## src/rtl/spmd_pkg.sv

```systemverilog
// spmd_pkg: shared constants, codes and transaction types for the slow pwm motor drive
// no dependencies; used by the channel interfaces, spmd_drive and the top level
package spmd_pkg;

   // defaults for the top level parameters
   localparam int PHASE_BITS_DEFAULT  = 11;
   localparam int SPEED_SHIFT_DEFAULT = 6;

   // fixed field widths
   localparam int CMD_BITS      = 16;
   localparam int TIME_BITS     = 16;
   localparam int DURATION_BITS = 16;
   localparam int RESUME_BITS   = 11;
   localparam int OP_BITS       = 2;
   localparam int STATUS_BITS   = 2;

   // operation codes
   localparam logic [OP_BITS-1:0] OP_TICK      = 2'd0;
   localparam logic [OP_BITS-1:0] OP_SET_SPEED = 2'd1;
   localparam logic [OP_BITS-1:0] OP_BOOST     = 2'd2;

   // boost status codes
   localparam logic [STATUS_BITS-1:0] BOOST_IDLE      = 2'd0;
   localparam logic [STATUS_BITS-1:0] BOOST_REQUESTED = 2'd1;
   localparam logic [STATUS_BITS-1:0] BOOST_RUNNING   = 2'd2;

   // configuration port
   localparam int CSR_INDEX_BITS = 1;
   localparam int CSR_DATA_BITS  = 16;
   localparam logic [CSR_INDEX_BITS-1:0] CSR_BOOST_DURATION = 1'd0;
   localparam logic [CSR_INDEX_BITS-1:0] CSR_BOOST_RESUME   = 1'd1;

   // reset values
   localparam logic [DURATION_BITS-1:0] DURATION_RESET = 16'd7000;
   localparam logic [RESUME_BITS-1:0]   RESUME_RESET   = 11'h3ff;
   localparam logic [7:0]               DUTY_RESET     = 8'd140;

   typedef struct packed {
      logic [OP_BITS-1:0]          op;
      logic signed [CMD_BITS-1:0]  speed_command;
      logic                        boost_on;
      logic [TIME_BITS-1:0]        time_now;
   } req_item_type;

   typedef struct packed {
      logic                    enable_pin;
      logic                    fw_pin;
      logic                    rw_pin;
      logic [STATUS_BITS-1:0]  boost_status;
   } rsp_item_type;

   typedef struct packed {
      logic [DURATION_BITS-1:0] boost_duration;
      logic [RESUME_BITS-1:0]   boost_resume_phase;
   } csr_type;

endpackage

```

## src/rtl/spmd_if.sv

```systemverilog
// spmd_req_if / spmd_rsp_if: valid/ready channels for request and response transactions
// depends on spmd_pkg for field widths
interface spmd_req_if;
   logic                                 valid;
   logic                                 ready;
   logic [spmd_pkg::OP_BITS-1:0]         op;
   logic signed [spmd_pkg::CMD_BITS-1:0] speed_command;
   logic                                 boost_on;
   logic [spmd_pkg::TIME_BITS-1:0]       time_now;

   modport source (output valid, op, speed_command, boost_on, time_now, input ready);
   modport sink (input valid, op, speed_command, boost_on, time_now, output ready);
endinterface

interface spmd_rsp_if;
   logic                                valid;
   logic                                ready;
   logic                                enable_pin;
   logic                                fw_pin;
   logic                                rw_pin;
   logic [spmd_pkg::STATUS_BITS-1:0]    boost_status;

   modport source (output valid, enable_pin, fw_pin, rw_pin, boost_status, input ready);
   modport sink (input valid, enable_pin, fw_pin, rw_pin, boost_status, output ready);
endinterface

```

## src/rtl/spmd_drive.sv

```systemverilog
// spmd_drive: pwm phase counter, speed/direction state and boost sequencing
// depends on spmd_pkg; result is the state after the transaction being stepped
module spmd_drive #(
   parameter int PHASE_BITS  = spmd_pkg::PHASE_BITS_DEFAULT,
   parameter int SPEED_SHIFT = spmd_pkg::SPEED_SHIFT_DEFAULT
) (
   input  logic                  clock,
   input  logic                  reset,
   input  logic                  step,
   input  spmd_pkg::req_item_type item,
   input  spmd_pkg::csr_type      csr,
   output spmd_pkg::rsp_item_type result
);

   // |cmd| >> shift peaks at 2^(15-shift); keep at least 8 bits for the reset duty
   localparam int DUTY_BITS = (spmd_pkg::CMD_BITS - SPEED_SHIFT > 8) ?
                              spmd_pkg::CMD_BITS - SPEED_SHIFT : 8;
   localparam int CMP_BITS  = (PHASE_BITS > DUTY_BITS) ? PHASE_BITS : DUTY_BITS;

   logic [PHASE_BITS-1:0]              phase_ff, phase_in;
   logic [DUTY_BITS-1:0]               duty_ff, duty_in;
   logic                               dir_ff, dir_in;
   logic [spmd_pkg::STATUS_BITS-1:0]   boost_ff, boost_in;
   logic [spmd_pkg::TIME_BITS-1:0]     start_ff, start_in;
   logic                               enable_ff, enable_in;
   logic                               fw_ff, fw_in;
   logic                               rw_ff, rw_in;

   logic [spmd_pkg::CMD_BITS-1:0]      magnitude;
   logic [spmd_pkg::TIME_BITS-1:0]     elapsed;

   always_comb begin
      phase_in  = phase_ff;
      duty_in   = duty_ff;
      dir_in    = dir_ff;
      boost_in  = boost_ff;
      start_in  = start_ff;
      enable_in = enable_ff;
      fw_in     = fw_ff;
      rw_in     = rw_ff;
      // two's complement magnitude, -32768 maps to 0x8000
      magnitude = item.speed_command[spmd_pkg::CMD_BITS-1] ?
                  spmd_pkg::CMD_BITS'(-item.speed_command) :
                  spmd_pkg::CMD_BITS'(item.speed_command);
      elapsed   = spmd_pkg::TIME_BITS'(item.time_now - start_ff);
      case (item.op)
         spmd_pkg::OP_TICK: begin
            if (boost_ff == spmd_pkg::BOOST_REQUESTED) begin
               enable_in = 1'b1;
               fw_in     = dir_ff;
               rw_in     = !dir_ff;
               start_in  = item.time_now;
               boost_in  = spmd_pkg::BOOST_RUNNING;
            end else if (boost_ff == spmd_pkg::BOOST_RUNNING) begin
               if (elapsed > csr.boost_duration) begin
                  enable_in = 1'b0;
                  fw_in     = 1'b0;
                  rw_in     = 1'b0;
                  boost_in  = spmd_pkg::BOOST_IDLE;
                  phase_in  = PHASE_BITS'(csr.boost_resume_phase);
               end
            end else begin
               if (phase_ff == '0 && duty_ff != '0) begin
                  enable_in = 1'b1;
                  fw_in     = dir_ff;
                  rw_in     = !dir_ff;
               end
               // off wins when phase meets duty
               if (CMP_BITS'(phase_ff) == CMP_BITS'(duty_ff)) begin
                  enable_in = 1'b0;
                  fw_in     = 1'b0;
                  rw_in     = 1'b0;
               end
               phase_in = phase_ff + 1'b1;
            end
         end
         spmd_pkg::OP_SET_SPEED: begin
            dir_in  = item.speed_command[spmd_pkg::CMD_BITS-1];
            duty_in = DUTY_BITS'(magnitude >> SPEED_SHIFT);
         end
         spmd_pkg::OP_BOOST: begin
            if (item.boost_on && boost_ff == spmd_pkg::BOOST_IDLE) begin
               boost_in = spmd_pkg::BOOST_REQUESTED;
            end
         end
         default: begin
         end
      endcase
   end

   always_ff @(posedge clock) begin
      if (reset) begin
         phase_ff  <= '0;
         duty_ff   <= DUTY_BITS'(spmd_pkg::DUTY_RESET);
         dir_ff    <= 1'b0;
         boost_ff  <= spmd_pkg::BOOST_IDLE;
         start_ff  <= '0;
         enable_ff <= 1'b0;
         fw_ff     <= 1'b0;
         rw_ff     <= 1'b0;
      end else if (step) begin
         phase_ff  <= phase_in;
         duty_ff   <= duty_in;
         dir_ff    <= dir_in;
         boost_ff  <= boost_in;
         start_ff  <= start_in;
         enable_ff <= enable_in;
         fw_ff     <= fw_in;
         rw_ff     <= rw_in;
      end
   end

   assign result.enable_pin   = enable_in;
   assign result.fw_pin       = fw_in;
   assign result.rw_pin       = rw_in;
   assign result.boost_status = boost_in;

`ifndef ASSERT_OFF
   // the two direction pins are never driven together
   assert property (@(posedge clock) disable iff (reset) !(fw_ff && rw_ff))
      else $error("both direction pins on");

   // state only moves when a transaction is stepped
   assert property (@(posedge clock) disable iff (reset)
      !step |=> $stable(phase_ff) && $stable(duty_ff) && $stable(boost_ff) && $stable(enable_ff))
      else $error("drive state changed without a transaction");

   // a tick on a pending boost starts it with drives on
   assert property (@(posedge clock) disable iff (reset)
      step && item.op == spmd_pkg::OP_TICK && boost_ff == spmd_pkg::BOOST_REQUESTED
      |=> boost_ff == spmd_pkg::BOOST_RUNNING && enable_ff)
      else $error("boost did not start on tick");

   // phase counter holds while a boost is running and not expired
   assert property (@(posedge clock) disable iff (reset)
      step && boost_ff == spmd_pkg::BOOST_RUNNING && boost_in == spmd_pkg::BOOST_RUNNING
      |=> $stable(phase_ff) && enable_ff)
      else $error("phase moved during boost");
`endif

endmodule

```

## src/rtl/slow_pwm_motor_drive_with_boost_top.sv

```systemverilog
// slow_pwm_motor_drive_with_boost_top: channel registers, csr file and the drive core
// depends on spmd_pkg, spmd_req_if/spmd_rsp_if and spmd_drive
//
//   channel   direction  handshake        payload
//   req_ch    in         valid/ready      op, speed_command, boost_on, time_now
//   rsp_ch    out        valid/ready      enable_pin, fw_pin, rw_pin, boost_status
//   csr_*     in         csr_we only      csr_index, csr_wdata
//
// one transaction per cycle sustained while rsp_ch is not stalled; a request passes through
// the input register, then the response register loaded with the updated drive state
// synchronous active-high reset clears valids, drive state and csr defaults
// a stalled response holds in its register; the input register keeps taking
// transactions as long as the response register can move
module slow_pwm_motor_drive_with_boost_top #(
   parameter int PHASE_BITS  = spmd_pkg::PHASE_BITS_DEFAULT,
   parameter int SPEED_SHIFT = spmd_pkg::SPEED_SHIFT_DEFAULT
) (
   input  logic                                  clock,
   input  logic                                  reset,
   spmd_req_if.sink                              req_ch,
   spmd_rsp_if.source                            rsp_ch,
   input  logic                                  csr_we,
   input  logic [spmd_pkg::CSR_INDEX_BITS-1:0]   csr_index,
   input  logic [spmd_pkg::CSR_DATA_BITS-1:0]    csr_wdata
);

   logic                   in_valid_ff;
   spmd_pkg::req_item_type in_item_ff;
   logic                   out_valid_ff;
   spmd_pkg::rsp_item_type out_item_ff;
   spmd_pkg::csr_type      csr_ff;
   spmd_pkg::rsp_item_type result;
   logic                   advance;

   assign advance      = in_valid_ff && (!out_valid_ff || rsp_ch.ready);
   assign req_ch.ready = !in_valid_ff || advance;

   always_ff @(posedge clock) begin
      if (reset) begin
         csr_ff.boost_duration     <= spmd_pkg::DURATION_RESET;
         csr_ff.boost_resume_phase <= spmd_pkg::RESUME_RESET;
      end else if (csr_we) begin
         case (csr_index)
            spmd_pkg::CSR_BOOST_DURATION:
               csr_ff.boost_duration <= spmd_pkg::DURATION_BITS'(csr_wdata);
            spmd_pkg::CSR_BOOST_RESUME:
               csr_ff.boost_resume_phase <= spmd_pkg::RESUME_BITS'(csr_wdata);
            default: begin
            end
         endcase
      end
   end

   always_ff @(posedge clock) begin
      if (reset) begin
         in_valid_ff <= 1'b0;
      end else if (req_ch.ready) begin
         in_valid_ff <= req_ch.valid;
      end
   end

   always_ff @(posedge clock) begin
      if (req_ch.ready && req_ch.valid) begin
         in_item_ff.op            <= req_ch.op;
         in_item_ff.speed_command <= req_ch.speed_command;
         in_item_ff.boost_on      <= req_ch.boost_on;
         in_item_ff.time_now      <= req_ch.time_now;
      end
   end

   spmd_drive #(
      .PHASE_BITS  (PHASE_BITS),
      .SPEED_SHIFT (SPEED_SHIFT)
   ) u_drive (
      .clock  (clock),
      .reset  (reset),
      .step   (advance),
      .item   (in_item_ff),
      .csr    (csr_ff),
      .result (result)
   );

   always_ff @(posedge clock) begin
      if (reset) begin
         out_valid_ff <= 1'b0;
      end else if (!out_valid_ff || rsp_ch.ready) begin
         out_valid_ff <= in_valid_ff;
      end
   end

   always_ff @(posedge clock) begin
      if (advance) begin
         out_item_ff <= result;
      end
   end

   assign rsp_ch.valid        = out_valid_ff;
   assign rsp_ch.enable_pin   = out_item_ff.enable_pin;
   assign rsp_ch.fw_pin       = out_item_ff.fw_pin;
   assign rsp_ch.rw_pin       = out_item_ff.rw_pin;
   assign rsp_ch.boost_status = out_item_ff.boost_status;

endmodule
```

## src/flat_wrapper.sv

```systemverilog
// flat-port wrapper written by rule: the top's interface ports become plain ports
module slow_pwm_motor_drive_with_boost_top_flat 
#(
   parameter int PHASE_BITS  = spmd_pkg::PHASE_BITS_DEFAULT,
   parameter int SPEED_SHIFT = spmd_pkg::SPEED_SHIFT_DEFAULT
)
  (clock, reset, csr_we, csr_index, csr_wdata, req_ch_valid, req_ch_op, req_ch_speed_command, req_ch_boost_on, req_ch_time_now, req_ch_ready, rsp_ch_valid, rsp_ch_enable_pin, rsp_ch_fw_pin, rsp_ch_rw_pin, rsp_ch_boost_status, rsp_ch_ready);
  spmd_req_if req_ch_i ();
  spmd_rsp_if rsp_ch_i ();
  input  logic clock;
  input  logic reset;
  input  logic csr_we;
  input  logic [spmd_pkg::CSR_INDEX_BITS-1:0] csr_index;
  input  logic [spmd_pkg::CSR_DATA_BITS-1:0] csr_wdata;
  input wire logic [$bits(req_ch_i.valid)-1:0] req_ch_valid;
  input wire logic [$bits(req_ch_i.op)-1:0] req_ch_op;
  input wire logic [$bits(req_ch_i.speed_command)-1:0] req_ch_speed_command;
  input wire logic [$bits(req_ch_i.boost_on)-1:0] req_ch_boost_on;
  input wire logic [$bits(req_ch_i.time_now)-1:0] req_ch_time_now;
  output wire logic [$bits(req_ch_i.ready)-1:0] req_ch_ready;
  output wire logic [$bits(rsp_ch_i.valid)-1:0] rsp_ch_valid;
  output wire logic [$bits(rsp_ch_i.enable_pin)-1:0] rsp_ch_enable_pin;
  output wire logic [$bits(rsp_ch_i.fw_pin)-1:0] rsp_ch_fw_pin;
  output wire logic [$bits(rsp_ch_i.rw_pin)-1:0] rsp_ch_rw_pin;
  output wire logic [$bits(rsp_ch_i.boost_status)-1:0] rsp_ch_boost_status;
  input wire logic [$bits(rsp_ch_i.ready)-1:0] rsp_ch_ready;
  assign req_ch_i.valid = req_ch_valid;
  assign req_ch_i.op = req_ch_op;
  assign req_ch_i.speed_command = req_ch_speed_command;
  assign req_ch_i.boost_on = req_ch_boost_on;
  assign req_ch_i.time_now = req_ch_time_now;
  assign req_ch_ready = req_ch_i.ready;
  assign rsp_ch_valid = rsp_ch_i.valid;
  assign rsp_ch_enable_pin = rsp_ch_i.enable_pin;
  assign rsp_ch_fw_pin = rsp_ch_i.fw_pin;
  assign rsp_ch_rw_pin = rsp_ch_i.rw_pin;
  assign rsp_ch_boost_status = rsp_ch_i.boost_status;
  assign rsp_ch_i.ready = rsp_ch_ready;
  slow_pwm_motor_drive_with_boost_top #(.PHASE_BITS(PHASE_BITS), .SPEED_SHIFT(SPEED_SHIFT)) u_core (.clock(clock), .reset(reset), .req_ch(req_ch_i), .rsp_ch(rsp_ch_i), .csr_we(csr_we), .csr_index(csr_index), .csr_wdata(csr_wdata));
endmodule
```

## config.mk

```make
export PLATFORM = sky130hd
export DESIGN_NAME = slow_pwm_motor_drive_with_boost_top_flat
export DESIGN_NICKNAME = d
export VERILOG_FILES = /design/src/rtl/spmd_pkg.sv /design/src/rtl/spmd_if.sv /design/src/rtl/spmd_drive.sv /design/src/rtl/slow_pwm_motor_drive_with_boost_top.sv /design/src/flat_wrapper.sv
export SDC_FILE = /design/constraint.sdc
export NUM_CORES = 1
export LEC_CHECK = 0
export ABC_CLOCK_PERIOD_IN_PS = 4900
export BUFFER_PORTS_ARGS = -buffer_cell sky130_fd_sc_hd__buf_2
export CAP_MARGIN = 20
export CORE_ASPECT_RATIO = 0.7
export CORE_UTILIZATION = 55
export DETAILED_ROUTE_END_ITERATION = 7
export GPL_ROUTABILITY_DRIVEN = 0
export PLACE_DENSITY = 0.83
export SYNTH_ARGS = -nofsm -noshare
export SYNTH_HDL_FRONTEND = slang
export SYNTH_SLANG_ARGS = --single-unit
```

## constraint.sdc

```tcl
create_clock -name clock -period 4.9 [get_ports clock]
set_clock_uncertainty 0.05 [all_clocks]
set_input_delay 0.245 -clock clock [delete_from_list [all_inputs] [get_ports clock]]
set_output_delay 0.245 -clock clock [all_outputs]
set_load 0.1 [all_outputs]
```

==> After elaboration in Yosys (flattened, before gate mapping) <==
Cells that the tools add are included.
Widths: inputs -> output; s select.
{ "op_classes": {"n_addsub": 3, "n_lt_le_gt_ge": 1, "eq_ne": 6, "n_mux": 26, "bitwise_logic": 2, "n_reduce_logical": 18} }
{ "ops": {"columns": ["op", "n"], "rows": [
  ["$mux 11", 2],
  ["$mux 1", 18],
  ["$gt 16x16->1", 1],
  ["$mux 16", 1],
  ["$neg 16->16", 1],
  ["$sub 16x16->16", 1],
  ["$add 11x1->11 const B", 1],
  ["$eq 11x10->1", 1],
  ["$logic_not 11->1", 1],
  ["$reduce_bool 10->1", 1],
  ["$mux 2", 4],
  ["$reduce_and 2->1", 3],
  ["$eq 2x1->1 const B", 2],
  ["$eq 2x2->1 const B", 2],
  ["$logic_and 1x1->1", 4],
  ["$logic_not 2->1", 2],
  ["$pmux 2 s2", 1],
  ["$reduce_and 4->1", 1],
  ["$logic_not 1->1", 3],
  ["$reduce_and 3->1", 1],
  ["$logic_or 1x1->1", 2],
  ["$ne 2x1->1 const B", 1],
  ["$not 1->1", 2]
]} }
{ "word_totals": {"reg_bits": 112, "input_bits": 57, "output_inout_bits": 7} }

==> Depth between registers and ports, before layout <==
Gate-level depths: netlist of the first run.
{ "depth": {"ltp_word": 7, "depth_mapped": 19, "depth_no_buf": 18} }

==> By module <==
From an unflattened synthesis of the first run, not the netlist that was laid out.
{ "hier_totals": {"hier_cells": 638, "area_unflattened_um2": 5969.5} }
{ "modules_own_cells": {"columns": ["module", "instances", "cells_each", "area_per_inst_um2", "seq_area_each_um2"], "rows": [
  ["spmd_drive", 1, 477, 3552.2, 860.8],
  ["slow_pwm_motor_drive_with_boost_top", 1, 161, 2417.3, 1781.7]
]} }

==> Worst setup path before layout of the first run <==
OpenSTA, ideal clock, no wires.
{ "synth_path": {"kind": "register -> register", "start": "register u_core.in_item_ff[0] (netlist bit)", "end": "register u_core.out_item_ff (netlist bit u_core.rsp_ch.enable_pin) (data pin)", "setup_ps": 254, "arrival_ps": 3598, "setup_slack_ps": 997, "stages_incl_launch_ff": 20, "path_buffers": 1, "period_less_slack_ps": 3903, "path_cell_list": "edfxtp_1 inv_1 ha_1 fa_1 nor2b_1 o31a_1 and4_1 nor2_1 o31ai_1 o41ai_1 xnor2_1 ha_1 nand4_1 or2_1 a211o_1 nand4_1 and2_1 buf_2 o21ai_0 o21a_1"} }
{ "synth_rtl": {"columns": ["element", "line_no", "text"], "rows": [
  ["start: declaration", "slow_pwm_motor_drive_with_boost_top.sv:28", "spmd_pkg::req_item_type in_item_ff;"],
  ["end signal: assignment", "slow_pwm_motor_drive_with_boost_top.sv:93", "out_item_ff <= result;"],
  ["end: declaration", "slow_pwm_motor_drive_with_boost_top.sv:30", "spmd_pkg::rsp_item_type out_item_ff;"]
]} }

==> summary.txt, run 1 <==
Timing
  • Endpoints failing hold: 0
  • RSZ-0062 raised after global routing: no
  • Final setup margin: 0.293 ns
  • TNS Setup: 0 ns
  • Max_slew headroom: between 50 and 60%
  • Max frequency: 0.217 GHz
  • Slew @ Worst Pin: 0.679 ns
  • Fin. max-slew vios: 0
  • Period Utilization, post-route: 94.0%
  • Final Critical Period: between 4 and 5 ns
  • Fin Hold WS: between 0.002 and 0.0025 ns
  • Endpoints failing setup: 0

CTS
  • Clock Latency Late Sink: 0.36 ns
  • Clk sink count: 112
  • CTS tree: done
  • CTS Buf Count: 9
  • Clock Tree Buf Depth: 2
  • CTS Root Buffer Type: clkbuf_16
  • H-Tree Depth: 3
  • Setup Buffers After CTS: 0
  • Clock slew at reported path FFs: 0.08 ns

Synthesis
  • Asr flop ratio synth: 0%
  • Ranking of synthesized cells by area: dfxtp_1, edfxtp_1, ha_1, a21oi_1, nand2_1
  • Post-Syn Area: between 0.005 and 0.006 sq mm
  • Library cells used by synthesis: 67
  • Synth Flop Type: dfxtp_1
  • Post-Synthesis Cells: 635
  • Number of synthesized flops with an enable pin: 40
  • Top cell type's share of synthesized area: about a quarter
  • Syn_nets: 726
  • Yosys reg bits: 112
  • Post-synthesis sequential area ratio: 45.4%
  • Top cell type by total area after synthesis: dfxtp_1
  • Total number of yosys warnings: 0
  • Syn Area/Cell: 9.17 sq um

Status
  • Failing checks: DRC
  • Run status: finished with violations

Routing
  • Vias/cell: 5.81
  • Total Routed Length: 13500 um
  • DR vias: 4895
  • First-pass iteration count of the detailed router: 7
  • # DRC: 8
  • Wire per inst: 16.1 um
  • Final ANT Viol Nets: 0
  • DR iter-0 viols: between 500 and 600

Worst setup path
  • Crit path capture type: flop
  • Crit path max fanout: 10
  • Reg2Reg Setup Slack: 0.29 ns
  • Sum of buffers and inverters on the critical path: 1
  • R2R Path Start: u_core.in_item_ff[0]$_DFFE_PP_
  • R2R depth: 18
  • WS Path Type: flop to flop
  • Slowest-stage cell, CP: fa_1
  • Crit path max-delay family: simple AND/OR/NAND/NOR gates
  • CP arrival: around 4.7 ns
  • Crit path launch type: flop
  • Worst path max stage delay: 0.42 ns
  • Worst-path cell chain: inv_1, ha_1, fa_1, nor2b_1, o31a_1, and4_1, nor2_1, o31ai_1, nor2_1, xnor2_1, ha_1, nand4_1, or2_1, a211o_1, nand4_1, and2_2, o21ai_0, o21a_1
  • Reg2Reg Capture Point: u_core.rsp_ch.enable_pin$_DFFE_PP_
  • Critical Path RT: 4.96 ns

Final layout
  • Syn-to-layout area delta: 15.5%
  • Most frequent cells in the layout: nand2_1, dfxtp_1, buf_2
  • Most common cell after layout, fill and taps aside: nand2_1
  • Final instance area: 0.00672 sq mm
  • Final cell count without fillers: 842
  • Share of cells above drive strength 1: about 14%
  • Nets: between 700 and 800
  • Number of diodes: 0

Placed design
  • Placed Cells: approximately 800
  • Placed cell areas: 0.00622 sq mm
  • Setup WS pre-CTS: 0.404 ns
  • I/O Buffers: 63
  • Hpwl dp: 9540 um

Worst hold path
  • Worst Hold End: u_core.in_item_ff[30]$_DFFE_PP_
  • Hold crit path type: input port to flop
  • Hold_sp: req_ch_speed_command[13]
  • Worst hold stages: 1

Global routing
  • Largest net degree at the start of global routing: 65
  • Grt peak-use layer: met2
  • Total GRT Usage: about 25%
  • Vias in the first global route: around 4500
  • GR Util met3: 5.74%
  • Met2 GRT Util: about 40%
  • Met1 global-route usage: 33.4%
  • Antenna violations before repair: 0
  • Overflow after GRT: 0
  • Global-route wire length before repair: 21300 um

Die
  • Die area: roughly 0.011 sq mm
  • CORE AREA: 0.0103 sq mm
  • Die height: 88.1 um
  • # IOs: 64
  • Rows: 31
  • Die Width: between 100 and 150 um
  • Initial Util: between 50% and 60%

Pwr
  • Cell Pwr Density: 304 mW/mm^2
  • Leak pwr: 2.58 nW
  • Max VDD drop: 197 uV

Flow run
  • Max cap viols: 0
-- per-layer routing --
metal	wire length [um]	part of all wire, %
met2	5990	44
met3	941	7.0
met1	6380	47
met5	0	0
met4	209	1.5
-- per-stage QoR --
stage / util [%] / total power, W
after floorplan: - / 0.00123
after global placement: 60.2 / 0.00129
after detailed placement: 60.2 / 0.00131
after CTS: 64.3 / 0.00204
after global routing: 65.2 / 0.00211
final: 65.2 / 0.00204
-- what timing repair did --
action | CTS | global route
endpoints found under the hold margin | 13 | 8
gates resized for setup | 0 | 1
endpoints found under the setup margin | 0 | 3
hold buffers | 13 | 8
-- layout make-up --
class	count	area (sq um)
inverters	39	146
flip-flops and latches	112	2640
fillers	830	3590
multi-input cells	452	2900
well taps	132	165
repair buffers	91	578
clock buffers	10	229
clock inverters	6	60.1
-- synth_stat cells (3+ instances only) --
cell type and count:
nand2_1 76, dfxtp_1 72, a21oi_1 58, nor2_1 50
edfxtp_1 40, inv_1 39, ha_1 33, clkbuf_1 27
a211o_1 20, xnor2_1 19, o21ai_0 17, nor3_1 16
xor2_1 13, a211oi_1 12, and3_1 12, nand2b_1 11
nand3_1 11, nand4_1 11, nor2b_1 10, nor4_1 7
o21a_1 6, o31ai_1 5, or2_2 5, o32ai_1 4
and2_1 3, nor2_2 3, o41ai_1 3
-- registers in the layout, summed over array words and instances, names as in the netlist --
| register | count |
|---|---|
| u_core.csr_ff | 27 |
| u_core.in_item_ff | 35 |
| u_core.in_valid_ff | 1 |
| u_core.rsp_ch.boost_status | 2 |
| u_core.rsp_ch.enable_pin | 1 |
| u_core.rsp_ch.fw_pin | 1 |
| u_core.rsp_ch.rw_pin | 1 |
| u_core.rsp_ch.valid | 1 |
| u_core.u_drive.boost_ff | 2 |
| u_core.u_drive.dir_ff | 1 |
| u_core.u_drive.duty_ff | 10 |
| u_core.u_drive.enable_ff | 1 |
| u_core.u_drive.fw_ff | 1 |
| u_core.u_drive.phase_ff | 11 |
| u_core.u_drive.rw_ff | 1 |
| u_core.u_drive.start_ff | 16 |
-- worst max-delay path by stage --
| stage | from | end | slack (ns) | cells after the start |
|---|---|---|---|---|
| floorplan | u_core.in_item_ff[0]$_DFFE_PP_ | u_core.rsp_ch.enable_pin$_DFFE_PP_ | 1.0 | 19 |
| global placement | u_core.in_item_ff[0]$_DFFE_PP_ | u_core.rsp_ch.enable_pin$_DFFE_PP_ | 0.64 | 18 |
| detailed placement | u_core.in_item_ff[0]$_DFFE_PP_ | u_core.rsp_ch.enable_pin$_DFFE_PP_ | 0.40 | 18 |
| CTS | u_core.in_item_ff[0]$_DFFE_PP_ | u_core.rsp_ch.enable_pin$_DFFE_PP_ | 0.32 | 18 |
| global route | u_core.in_item_ff[0]$_DFFE_PP_ | u_core.rsp_ch.enable_pin$_DFFE_PP_ | 0.05 | 18 |
| finish | u_core.in_item_ff[0]$_DFFE_PP_ | u_core.rsp_ch.enable_pin$_DFFE_PP_ | 0.29 | 18 |
-- power by group --
group | switching, W | internal [W] | leakage [nW]
logic | 0.000165 | 0.000116 | 1.46
registers | 0.0000268 | 0.00100 | 0.977
clock network | 0.000373 | 0.000360 | 0.143
-- cells by family after synthesis --
logic type	after synthesis	synth area share (%)
AND/OR/NAND/NOR	229	19.0
buffers and inverters	71	4.75
adder cells (fa/ha/maj)	34	7.44
AO/OA/AOI/OAI	155	18.2
XOR/XNOR	32	4.82
multiplexers	2	0.344
flip-flops	112	45.4
(Power assumes the default switching activity.)
==> run 2: changes to the inputs <==
CTS_BUF_LIST = sky130_fd_sc_hd__clkbuf_16   (was not set)
GPL_ROUTABILITY_DRIVEN = not set   (was 0)
==> run 2 against run 1 <==
  * The flow still finishes with violations (DRC)
  * Core utilization decreased by 0.95 points
  * Critical path depth unchanged
  * Global-route usage decreased by 0.91 points
  * Fmax increased by 3.0%
  * Clock-buffer cell count unchanged
  * Routed wire length decreased by 5.1%
  * Cell count decreased by 1.7%
  * Sequential power about the same
  * Sequential cell count unchanged
  * Highest routed layer unchanged
==> summary.txt, run 2 (same netlist as run 1, synthesis figures left out) <==
Worst setup path
  • WS Path Type: flop to flop
  • Worst path max stage delay: 0.43 ns (about the same)
  • Worst-path cell chain: inv_1, ha_1, fa_1, nor2b_1, o31a_1, and4_1, nor2_1, o31ai_1, nor2_1, xnor2_1, ha_1, nand4_1, or2_1, a211o_1, nand4_1, and2_1, o21ai_0, o21a_1
  • CP arrival: 4.53 ns (-0.14 ns)
  • Crit path launch type: flop
  • Reg2Reg Setup Slack: 0.43 ns (+0.13 ns)
  • Crit path max fanout: 10 (unchanged)
  • Slowest-stage cell, CP: fa_1
  • Critical Path RT: 4.96 ns (about the same)
  • Crit path capture type: flop

Pwr
  • Max VDD drop: 195 uV (-1.4%)
  • Sw power: 0.000550 W (-2.7%)
  • Switching Share: 26.2% (-1.5 points)
  • Clock power share: 38.4% (+2.5 points)
  • Combinational Power Share: 12.7% (-1.1 points)
  • Internal cell power: 0.00155 W (+4.9%)
  • Cell Pwr Density: 317 mW/mm^2 (+4.3%)
  • Flop pwr share: 49.0% (-1.4 points)
  • Leak pwr: 2.54 nW (-1.5%)

Status
  • Run status: finished with violations
  • Failing checks: DRC

Final layout
  • Most common cell after layout, fill and taps aside: nand2_1
  • Max reg flops: 35 (unchanged)
  • Most frequent cells in the layout: nand2_1, dfxtp_1, buf_2
  • Share of cells above drive strength 1: 14.5% (+0.29 points)
  • Number of diodes: 0 (unchanged)
  • Final cell count without fillers: 828 (-1.7%)
  • Nets: 782 (-1.8%)
  • Largest registers: u_core.in_item_ff: 35 flops, u_core.csr_ff: 27 flops, u_core.u_drive.start_ff: 16 flops
  • Most flop-heavy register: u_core.in_item_ff
  • Syn-to-layout area delta: 13.8%

Timing
  • Endpoints failing hold: 0 (unchanged)
  • RSZ-0062 raised after global routing: no
  • Max_slew headroom: 45.6% (-9.2 points)
  • Slew @ Worst Pin: 0.817 ns (+0.137 ns)
  • TNS Setup: 0 ns (unchanged)
  • Final Critical Period: 4.47 ns (-0.133 ns)
  • Endpoints failing setup: 0 (unchanged)
  • Fin. max-slew vios: 0 (unchanged)
  • Period Utilization, post-route: 91.3% (-2.7 points)
  • Max frequency: 0.224 GHz (+3.0%)

Routing
  • First-pass iteration count of the detailed router: 6 (-1)
  • # DRC: 8 (unchanged)
  • Final ANT Viol Nets: 0 (unchanged)
  • Total Routed Length: 12800 um (-5.1%)
  • Vias/cell: 5.80 (-0.18%)
  • DR vias: 4805 (-1.8%)
  • Wire per inst: 15.5 um (-3.5%)
  • DR iter-0 viols: 475 (-10%)

CTS
  • CTS Buf Count: 9 (unchanged)
  • Setup Buffers After CTS: 0 (unchanged)
  • Clock Tree Buf Depth: 2 (unchanged)
  • Post-CTS sizing: 0 (unchanged)
  • Clock slew at reported path FFs: 0.08 ns (about the same)
  • CTS Root Buffer Type: clkbuf_16
  • CTS tree: done
  • Hold-fix buffers, CTS: 5 (-8)
  • Clock Latency Late Sink: 0.36 ns (about the same)
  • H-Tree Depth: 3 (unchanged)
  • Clk sink count: 112 (unchanged)

Global routing
  • Antenna violations before repair: 0 (unchanged)
  • Global-route wire length before repair: 20800 um (-2.2%)
  • Overflow after GRT: 0 (unchanged)
  • Largest net degree at the start of global routing: 80 (+23%)
  • Total GRT Usage: 23.9% (-0.91 points)
  • Vias in the first global route: 4346 (-2.5%)

Die
  • # IOs: 64 (unchanged)
  • Die Width: 125 um (unchanged)
  • Rows: 31 (unchanged)
  • CORE AREA: 0.0103 sq mm (unchanged)
  • Die height: 88.1 um (unchanged)
  • Die area: 0.0110 sq mm (unchanged)
  • Initial Util: 56.4% (unchanged)

Placed design
  • Gpl congestion: 0.902
  • I/O Buffers: 63 (unchanged)
  • Hpwl dp: 9220 um (-3.4%)
  • Placed Cells: 804 (unchanged)

Flow run
  • Max cap viols: 0 (unchanged)

Worst hold path
  • Hold crit path type: input port to flop
==> run 2: worst max-delay path: cells and delay by family (launching register included) <==
kind                       cells  cell delay [ns]
and+or+nand+nor                8             1.50
AOI/OAI and AO/OA              5             1.21
adders and majority gates      3             0.94
DFF                            1             0.35
xor gates and xnor gates       1             0.14
buffers and inverters          1             0.05
==> run 2: final cells by class <==
cell class / instances / area (sq um)
Multi-Input combinational cell: 452 / 2900
Clock inverter: 6 / 78.8
Sequential cell: 112 / 2640
Timing Repair Buffer: 77 / 442
Inverter: 39 / 146
Fill cell: 845 / 3690
Clock buffer: 10 / 250
Tap cell: 132 / 165
==> run 2: layer usage <==
layer	vias up	GRT usage [%]	routed length [um]
met5	-	0	0
met4	0	5.32	97
met3	11	5.31	773
met2	128	38.0	5550
met1	2279	33.5	6400
li1	2387	-	-
==> run 2: power groups by stage <==
stage / clock (W) / combinational (W) / sequential [W]
after floorplan: 0 / 0.000172 / 0.00106
after global placement: 0 / 0.000246 / 0.00105
after global routing: 0.000849 / 0.000294 / 0.00103
after CTS: 0.000817 / 0.000263 / 0.00103
after detailed placement: 0 / 0.000257 / 0.00105
final: 0.000806 / 0.000266 / 0.00103
==> run 2: worst paths after layout <==
path | start | to | cells past startpoint
worst max-delay path | u_core.in_item_ff[0]$_DFFE_PP_ | u_core.rsp_ch.enable_pin$_DFFE_PP_ | 18
worst min-delay path | req_ch_speed_command[13] | u_core.in_item_ff[30]$_DFFE_PP_ | 1
worst max register to register | u_core.in_item_ff[0]$_DFFE_PP_ | u_core.rsp_ch.enable_pin$_DFFE_PP_ | 18
worst min register to register | u_core.u_drive.start_ff[14]$_SDFFE_PP0P_ | u_core.u_drive.start_ff[14]$_SDFFE_PP0P_ | 2
==> run 2: through the flow <==
stage	setup WS, ns	instance area, sq um	hold slack (ns)	power, W	utilization, %
finish	0.426	6630	0.00570	0.00210	64.2
CTS	0.437	6600	0.0000236	0.00211	63.9
floorplan	0.997	5820	0.294	0.00123	-
global placement	0.637	6220	0.371	0.00129	60.2
global route	0.0439	6630	0.0000638	0.00218	64.2
detailed placement	0.535	6220	0.373	0.00131	60.2
